[src/hw/rtl/ols_pkg.sv]
`default_nettype none
package ols_pkg;

    // Default geometry of the line store and the tab grid.
    localparam int LINE_LEN_DEF = 64;
    localparam int TAB_STOP_DEF = 8;

    localparam int BYTE_W = 8;

    // Byte codes that the renderer treats specially.
    localparam logic [BYTE_W-1:0] CH_NUL   = 8'h00;
    localparam logic [BYTE_W-1:0] CH_BEL   = 8'h07;
    localparam logic [BYTE_W-1:0] CH_BS    = 8'h08;
    localparam logic [BYTE_W-1:0] CH_TAB   = 8'h09;
    localparam logic [BYTE_W-1:0] CH_LF    = 8'h0A;
    localparam logic [BYTE_W-1:0] CH_CR    = 8'h0D;
    localparam logic [BYTE_W-1:0] CH_SUB   = 8'h1A;
    localparam logic [BYTE_W-1:0] CH_SPACE = 8'h20;

    typedef enum logic [2:0] {
        S_IDLE,
        S_READ,
        S_TEST,
        S_BYTE,
        S_DONE
    } t_state;

    // Control strobes toward the line store.
    typedef struct packed {
        logic wr_en;
        logic rd_en;
        logic clr;
    } t_store_ctl;

endpackage
`default_nettype wire

[src/hw/rtl/overstrike_line_renderer.sv]
`default_nettype none
// Channel   Dir  Signals                           Contents
// s_axis    in   tvalid, tready, tdata[7:0]        in_byte
// m_axis    out  tvalid, tready, tdata[7:0],       out_byte
//                tlast, tuser[0]                   last, status
//
// Cursor bytes, bell, Ctrl-Z and ordinary bytes are handled in the idle state.
// A line feed emits each line byte through a store read, a test and a
// hand-off, then sends the closing newline; the output side can stall
// any hand-off by holding tready low.
// An overflow result is loaded while idle and sent from the closing state.
// The single shared adder and the one-read-per-cycle line store shape this sequence.
// Reset empties the store at once through per-entry valid bits; no clearing pass.
// The input is not ready while a line is being emitted or a result waits.
module overstrike_line_renderer #(
    parameter int LINE_LEN = ols_pkg::LINE_LEN_DEF,
    parameter int TAB_STOP = ols_pkg::TAB_STOP_DEF
) (
    input  wire        i_clk,
    input  wire        i_rst_n,
    input  wire        s_axis_tvalid,
    output logic       s_axis_tready,
    input  wire  [7:0] s_axis_tdata,   // [7:0] in_byte
    output logic       m_axis_tvalid,
    input  wire        m_axis_tready,
    output logic [7:0] m_axis_tdata,   // [7:0] out_byte
    output logic       m_axis_tlast,
    output logic [0:0] m_axis_tuser    // [0] status
);

    localparam int IW = $clog2(LINE_LEN);
    localparam int PW = (TAB_STOP > 2) ? $clog2(TAB_STOP) : 1;
    localparam int TW = $clog2(TAB_STOP + 1);
    // Width of the shared adder: wide enough for column plus tab step.
    localparam int SW = ((IW > TW) ? IW : TW) + 1;
    localparam logic [IW-1:0] COL_MAX = IW'(LINE_LEN - 1);
    // Tab phase of the last column, where the column saturates.
    localparam logic [PW-1:0] PH_END  = PW'((LINE_LEN - 1) % TAB_STOP);
    localparam logic [PW-1:0] PH_TOP  = PW'(TAB_STOP - 1);

    ols_pkg::t_state r_state, n_state;

    logic [IW-1:0] r_col, n_col;
    logic [PW-1:0] r_phase, n_phase;     // column modulo the tab stop
    logic [IW-1:0] r_hi, n_hi;           // one past the highest written entry
    logic [IW-1:0] r_idx, n_idx;         // scan position while emitting
    logic          r_halt, n_halt;
    logic [7:0]    r_out_byte, n_out_byte;
    logic          r_out_last, n_out_last;
    logic          r_out_status, n_out_status;

    logic          w_in_acc;
    logic          w_live;
    logic          w_is_write;
    logic [SW-1:0] w_add_a;
    logic [SW-1:0] w_add_b;
    logic [SW-1:0] w_sum;
    logic          w_ovr;
    logic [IW-1:0] w_sat;
    logic [PW-1:0] w_ph_inc;
    logic [7:0]    w_rd_data;
    ols_pkg::t_store_ctl w_ctl;

    assign w_in_acc = s_axis_tvalid && s_axis_tready;
    assign w_live   = w_in_acc && !r_halt;

    // Every byte other than space and the handled control bytes overwrites the store at the cursor.
    always_comb begin
        unique case (s_axis_tdata)
            ols_pkg::CH_SUB, ols_pkg::CH_CR, ols_pkg::CH_LF, ols_pkg::CH_SPACE,
            ols_pkg::CH_BEL, ols_pkg::CH_TAB, ols_pkg::CH_BS: w_is_write = 1'b0;
            default: w_is_write = 1'b1;
        endcase
    end

    // The one shared adder: it moves the cursor while idle and steps the
    // scan index while a line goes out. Backspace adds all ones, i.e. -1.
    always_comb begin
        w_add_a = SW'(r_col);
        w_add_b = SW'(1);
        if (r_state == ols_pkg::S_BYTE) begin
            w_add_a = SW'(r_idx);
        end else if (s_axis_tdata == ols_pkg::CH_TAB) begin
            w_add_b = SW'(TAB_STOP) - SW'(r_phase);
        end else if (s_axis_tdata == ols_pkg::CH_BS) begin
            w_add_b = '1;
        end
    end

    assign w_sum    = w_add_a + w_add_b;
    assign w_ovr    = w_sum > SW'(LINE_LEN - 1);
    assign w_sat    = w_ovr ? COL_MAX : w_sum[IW-1:0];
    assign w_ph_inc = w_ovr ? PH_END : ((r_phase == PH_TOP) ? '0 : r_phase + PW'(1));

    // Next state.
    always_comb begin
        n_state = r_state;
        unique case (r_state)
            ols_pkg::S_IDLE: begin
                if (w_live && s_axis_tdata == ols_pkg::CH_LF) begin
                    n_state = (r_hi == '0) ? ols_pkg::S_DONE : ols_pkg::S_READ;
                end else if (w_live && w_is_write && w_sat == COL_MAX) begin
                    n_state = ols_pkg::S_DONE;
                end
            end
            ols_pkg::S_READ: n_state = ols_pkg::S_TEST;
            ols_pkg::S_TEST: begin
                n_state = (w_rd_data == ols_pkg::CH_NUL) ? ols_pkg::S_DONE
                                                         : ols_pkg::S_BYTE;
            end
            ols_pkg::S_BYTE: begin
                if (m_axis_tready) begin
                    n_state = (w_sum == SW'(r_hi)) ? ols_pkg::S_DONE
                                                   : ols_pkg::S_READ;
                end
            end
            ols_pkg::S_DONE: begin
                if (m_axis_tready) begin
                    n_state = ols_pkg::S_IDLE;
                end
            end
            default: n_state = ols_pkg::S_IDLE;
        endcase
    end

    // Datapath updates and result loading.
    always_comb begin
        n_col        = r_col;
        n_phase      = r_phase;
        n_hi         = r_hi;
        n_idx        = r_idx;
        n_halt       = r_halt;
        n_out_byte   = r_out_byte;
        n_out_last   = r_out_last;
        n_out_status = r_out_status;
        unique case (r_state)
            ols_pkg::S_IDLE: begin
                if (w_live) begin
                    unique case (s_axis_tdata)
                        ols_pkg::CH_SUB: n_halt = 1'b1;
                        ols_pkg::CH_CR: begin
                            n_col   = '0;
                            n_phase = '0;
                        end
                        ols_pkg::CH_LF: begin
                            n_idx        = '0;
                            n_out_byte   = ols_pkg::CH_LF;
                            n_out_last   = 1'b1;
                            n_out_status = 1'b0;
                        end
                        ols_pkg::CH_SPACE: begin
                            n_col   = w_sat;
                            n_phase = w_ph_inc;
                        end
                        ols_pkg::CH_BEL: n_halt = r_halt;
                        ols_pkg::CH_TAB: begin
                            n_col   = w_sat;
                            n_phase = w_ovr ? PH_END : '0;
                        end
                        ols_pkg::CH_BS: begin
                            if (r_col != '0) begin
                                n_col   = w_sum[IW-1:0];
                                n_phase = (r_phase == '0) ? PH_TOP : r_phase - PW'(1);
                            end
                        end
                        default: begin
                            n_col   = w_sat;
                            n_phase = w_ph_inc;
                            n_hi    = (w_sat > r_hi) ? w_sat : r_hi;
                            // Reaching the last column means the store overflowed.
                            if (w_sat == COL_MAX) begin
                                n_halt       = 1'b1;
                                n_out_byte   = ols_pkg::CH_NUL;
                                n_out_last   = 1'b1;
                                n_out_status = 1'b1;
                            end
                        end
                    endcase
                end
            end
            ols_pkg::S_READ: n_idx = r_idx;
            ols_pkg::S_TEST: begin
                // A zero byte cuts the line short.
                n_out_byte   = (w_rd_data == ols_pkg::CH_NUL) ? ols_pkg::CH_LF : w_rd_data;
                n_out_last   = (w_rd_data == ols_pkg::CH_NUL);
                n_out_status = 1'b0;
            end
            ols_pkg::S_BYTE: begin
                if (m_axis_tready) begin
                    n_idx        = w_sum[IW-1:0];
                    n_out_byte   = ols_pkg::CH_LF;
                    n_out_last   = 1'b1;
                    n_out_status = 1'b0;
                end
            end
            ols_pkg::S_DONE: n_hi = '0;
            default: n_idx = r_idx;
        endcase
    end

    always_ff @(posedge i_clk) begin
        if (!i_rst_n) begin
            r_state <= ols_pkg::S_IDLE;
            r_col   <= '0;
            r_phase <= '0;
            r_hi    <= '0;
            r_halt  <= 1'b0;
        end else begin
            r_state <= n_state;
            r_col   <= n_col;
            r_phase <= n_phase;
            r_hi    <= n_hi;
            r_halt  <= n_halt;
        end
    end

    always_ff @(posedge i_clk) begin
        r_idx        <= n_idx;
        r_out_byte   <= n_out_byte;
        r_out_last   <= n_out_last;
        r_out_status <= n_out_status;
    end

    // The store is cleared while the closing item of a line waits; after an
    // overflow the block is halted, so clearing there changes nothing seen.
    assign w_ctl.wr_en = w_live && (r_state == ols_pkg::S_IDLE) && w_is_write;
    assign w_ctl.rd_en = (r_state == ols_pkg::S_READ);
    assign w_ctl.clr   = (r_state == ols_pkg::S_DONE);

    ols_line_store #(
        .LINE_LEN (LINE_LEN)
    ) u_store (
        .i_clk     (i_clk),
        .i_rst_n   (i_rst_n),
        .i_ctl     (w_ctl),
        .i_wr_addr (r_col),
        .i_wr_data (s_axis_tdata),
        .i_rd_addr (r_idx),
        .o_rd_data (w_rd_data)
    );

    assign s_axis_tready   = (r_state == ols_pkg::S_IDLE);
    assign m_axis_tvalid   = (r_state == ols_pkg::S_BYTE) || (r_state == ols_pkg::S_DONE);
    assign m_axis_tdata    = r_out_byte;
    assign m_axis_tlast    = r_out_last;
    assign m_axis_tuser[0] = r_out_status;

endmodule
`default_nettype wire

[src/hw/rtl/ols_line_store.sv]
`default_nettype none
module ols_line_store #(
    parameter int LINE_LEN = ols_pkg::LINE_LEN_DEF
) (
    input  wire                                  i_clk,
    input  wire                                  i_rst_n,
    input  wire ols_pkg::t_store_ctl             i_ctl,
    input  wire [$clog2(LINE_LEN)-1:0]           i_wr_addr,
    input  wire [ols_pkg::BYTE_W-1:0]            i_wr_data,
    input  wire [$clog2(LINE_LEN)-1:0]           i_rd_addr,
    output logic [ols_pkg::BYTE_W-1:0]           o_rd_data
);

    logic [ols_pkg::BYTE_W-1:0] r_mem [LINE_LEN];
    logic [LINE_LEN-1:0]        r_vld;
    logic [ols_pkg::BYTE_W-1:0] r_rd_data;
    logic                       r_rd_vld;

    // An entry that has not been written since the last clear reads as a space.
    always_ff @(posedge i_clk) begin
        if (i_ctl.wr_en) begin
            r_mem[i_wr_addr] <= i_wr_data;
        end
        if (i_ctl.rd_en) begin
            r_rd_data <= r_mem[i_rd_addr];
        end
    end

    always_ff @(posedge i_clk) begin
        if (!i_rst_n) begin
            r_vld    <= '0;
            r_rd_vld <= 1'b0;
        end else begin
            if (i_ctl.clr) begin
                r_vld <= '0;
            end else if (i_ctl.wr_en) begin
                r_vld[i_wr_addr] <= 1'b1;
            end
            if (i_ctl.rd_en) begin
                r_rd_vld <= r_vld[i_rd_addr];
            end
        end
    end

    assign o_rd_data = r_rd_vld ? r_rd_data : ols_pkg::CH_SPACE;

endmodule
`default_nettype wire
[config.mk]
export PLATFORM = sky130hd
export DESIGN_NAME = overstrike_line_renderer
export DESIGN_NICKNAME = d
export VERILOG_FILES = /design/src/hw/rtl/ols_pkg.sv /design/src/hw/rtl/overstrike_line_renderer.sv /design/src/hw/rtl/ols_line_store.sv
export SDC_FILE = /design/constraint.sdc
export NUM_CORES = 1
export LEC_CHECK = 0
export ABC_AREA = 1
export BUFFER_PORTS_ARGS = -buffer_cell sky130_fd_sc_hd__buf_4
export CAP_MARGIN = 10
export CORE_AREA = 2 2 204 206
export CTS_CLUSTER_DIAMETER = 40
export DETAILED_ROUTE_END_ITERATION = 8
export DIE_AREA = 0 0 206 208
export MAX_ROUTING_LAYER = met4
export PLACE_DENSITY = 0.89
export SLEW_MARGIN = 20
export SYNTH_ARGS = -nofsm -noshare
export SYNTH_HDL_FRONTEND = slang
export SYNTH_SLANG_ARGS = --single-unit
[constraint.sdc]
create_clock -name i_clk -period 5.5 [get_ports i_clk]
set_input_delay 1.1 -clock i_clk [delete_from_list [all_inputs] [get_ports i_clk]]
set_output_delay 1.1 -clock i_clk [all_outputs]
set_load 0.01 [all_outputs]
==> results.sh <==
export IMPL_run_status="complete, no violations"
export IMPL_worst_pin_slew_ns=1.13
export IMPL_async_flop_share=0
export IMPL_drtIter0Drc=3712
export IMPL_clock_skew_final_ns=0.0303
export IMPL_crit_required_ns=5.96
export IMPL_grt_pass1_vias=18200
export IMPL_fmax_ghz=0.214
export IMPL_finalCritPeriodShare=0.849
export IMPL_p_int_mw=8.61
export IMPL_startpoint="s_axis_tdata[4]"
export IMPL_hold_path_class="flop to flop"
export IMPL_dieHeight_um=208
export IMPL_r2r_start="r_state[2]"
export IMPL_synth_cell_types=46
export IMPL_power_density_nw_per_um2=420
export IMPL_max_cap_violations=0
export IMPL_ys_top_cells_by_area="edfxtp_1 63%, nor2_1 8.6%, o21ai_0 7.4%"
export IMPL_die_w_um=206
export IMPL_final_max_slew_viol_count=0
export IMPL_hold_slack_ns=0.464
export IMPL_power_frac_seq=0.467
export IMPL_worstSetupPathType="input pin to flop"
export IMPL_initial_core_util=0.626
export IMPL_io_buffers=23
export IMPL_syn_avg_cell_area_um2=11.4
export IMPL_hold_buffers=0
export IMPL_yosysTopAreaCell="edfxtp_1"
export IMPL_final_cell_mix="581 x nor2_1, 536 x edfxtp_1, 377 x o21ai_0"
export IMPL_rsz0062_at_grt="false"
export IMPL_hold_viol=0
export IMPL_area_growth_pct=11.2
export IMPL_nFillCells=2456
export IMPL_endpoint="r_hi[3]"
export IMPL_ys_flop_type="edfxtp_1"
export IMPL_h_tree_depth=3
export IMPL_syn_area_um2=25400
export IMPL_ant_nets=0
export IMPL_critPathLaunchType="input pin"
export IMPL_gr_total_overflow=0
export IMPL_netlist_area_leader_share=0.634
export IMPL_ctsResizeCount=0
export IMPL_p_leak_nw=9.51
export IMPL_numCtsBuffers=68
export IMPL_routabilityCongestion=0.948
export IMPL_arrival_ns=5.13
export IMPL_cts_sinks=620
export IMPL_relSlewSlack=0.249
export IMPL_power_frac_clock=0.396
export IMPL_hpwl_um=37500
export IMPL_drt_pass1_iter_count=7
export IMPL_setup_viol=0
export IMPL_regArea_um2=17800
export IMPL_multi_input_area_um2=6800
export IMPL_coreArea_um2=40600
export IMPL_wl_per_cell_um=25.1
export IMPL_path_clk_slew_ns=0.05
export IMPL_reg2regPathDepth=23
export IMPL_cts_tree="yes"
export IMPL_synth_edf_count=536
export IMPL_grt_start_max_net_pins=224
export IMPL_switching_share=0.274
export IMPL_drc=0
export IMPL_grt_total_usage=0.338
export IMPL_tns_ns=0
export IMPL_synth_seq_cells=620
export IMPL_synth_cells=2223
export IMPL_layout_commonest_cell="nor2_1"
export IMPL_final_core_util=0.696
export IMPL_viasPerCell=6.79
export IMPL_die_area_um2=42800
export IMPL_wirelength_um=70200
export IMPL_io_pins=24
export IMPL_vias=19000
export IMPL_p_sw_mw=3.25
export IMPL_drive_above_1_share=0.0791
export IMPL_antenna_found_initial=1
export IMPL_seq_area_frac_synth=0.700
export IMPL_worstSkewPairLatency_ns=0.61
export IMPL_std_cell_rows=74
export IMPL_reg2reg_slack_ns=1.16
export IMPL_p_comb_frac=0.137
export IMPL_cts_root_buf="clkbuf_16"
export IMPL_ys_warn_count=0
export IMPL_end_kind="flop"
export IMPL_ir_drop_v=0.000265
export IMPL_synth_nets=2251
export IMPL_cts_buffer_depth=3
export IMPL_fin_crit_ns=4.67
export IMPL_grt_pass1_wl_um=106000
export IMPL_timing_rr_end="r_hi[3]"
export IMPL_crit_fanout=7
export IMPL_nets=2237
export IMPL_cts_setup_buffers=0
## metal layers
metal	wire length, um	up-vias	part of all wire	track usage
met4	3670	0	0.052	0.165
li1	-	8021	-	-
met5	0	-	0	-
met1	23600	8854	0.34	0.429
met2	32400	1765	0.46	0.509
met3	10400	360	0.15	0.0868
## area by class of cell
| class | instances | share of cell area |
|---|---|---|
| clock inverters | 35 | 0.0159 |
| well taps | 532 | 0.0236 |
| diodes | 1 | 0.0000886 |
| flip-flops and latches | 620 | 0.629 |
| clock buffers | 90 | 0.0657 |
| inverters | 80 | 0.0109 |
| multi-input cells | 1390 | 0.241 |
| repair buffers | 49 | 0.0135 |
## power groups by stage
stage               Sequential, mW  Combinational, mW  Clock [mW]
finish                        5.54               1.62        4.70
global route                  5.56               1.77        4.85
CTS                           5.53               1.58        4.67
detailed placement            5.63               1.55           0
global placement              5.61               1.52           0
floorplan                     5.59              0.995           0
## critical path, stage by stage
cell and delay, ns:
buf_4 0.15, inv_1 0.10, nand2_1 0.06, nor2_1 0.29, nand3_1 0.16, inv_1 0.17
nand3_1 0.13, ha_1 0.26, fa_1 0.47, nand3_1 0.12, nand3_1 0.10, nand3_1 0.14
nand2_1 0.06, nand2_1 0.08, nand3_1 0.07, nand2_1 0.23, nand2_1 0.15, ha_1 0.32
nand2_1 0.07, nor2_1 0.14, o21ai_0 0.10, o211ai_1 0.09, o2111a_1 0.22, nand2_1 0.15
nand3_1 0.12, a21oi_1 0.07
## worst min-delay path by stage
stage	depth (start not counted)	end	start	slack, ns
after floorplan	2	u_store.r_vld[10]	u_store.r_vld[10]	0.43
after global routing	2	u_store.r_vld[25]	u_store.r_vld[25]	0.49
after global placement	2	u_store.r_vld[46]	u_store.r_vld[46]	0.44
after CTS	2	u_store.r_vld[18]	u_store.r_vld[18]	0.47
after detailed placement	2	u_store.r_vld[53]	u_store.r_vld[53]	0.45
final	2	u_store.r_vld[5]	u_store.r_vld[5]	0.46
## sequential cells by signal (all words and copies together), names as in the netlist
register	count
r_halt	1
r_phase	3
u_store.r_vld	64
m_axis_tuser	1
r_state	3
m_axis_tdata	8
u_store.r_mem	512
m_axis_tlast	1
r_col	6
r_idx	6
u_store.r_rd_vld	1
r_hi	6
u_store.r_rd_data	8
## synth_stat cells (5+ instances only)
cell / number
nor2_1: 581
edfxtp_1: 536
o21ai_0: 377
o22ai_1: 150
clkbuf_1: 125
nand2_1: 93
dfxtp_1: 84
inv_1: 68
nand3_1: 39
a21oi_1: 26
o221ai_1: 23
ha_1: 15
o211ai_1: 11
nor3_1: 9
o21ba_1: 8
buf_2: 6
clkinv_1: 6
nand4_1: 6
inv_2: 5
nand3_2: 5
o32ai_1: 5
## through the flow
stage / cells / power, mW / cell area (um2) / setup slack, ns
4_1_cts: 2796 / 11.8 / 28200 / 0.923
5_1_grt: 2797 / 12.2 / 28200 / 0.430
2_1_floorplan: 2223 / 6.58 / 25400 / 0.984
6_report: 2797 / 11.9 / 28200 / 0.830
3_5_place_dp: 2671 / 7.18 / 25900 / 0.329
3_3_place_gp: 2671 / 7.13 / 25900 / 0.407
## cells by family (layout without fill, tap and decap cells)
| kind of cell | count (synthesis) | after routing | share of synthesized area |
|---|---|---|---|
| buffers and inverters | 213 | 254 | 0.0321 |
| adder cells (fa/ha/maj) | 16 | 16 | 0.00818 |
| AO/OA/AOI/OAI | 618 | 618 | 0.138 |
| AND/OR/NAND/NOR | 753 | 753 | 0.121 |
| other | 0 | 1 | 0 |
| flip-flops | 620 | 620 | 0.700 |
| XOR/XNOR | 3 | 3 | 0.00103 |
Note: power is estimated with default switching activity, not from simulation.
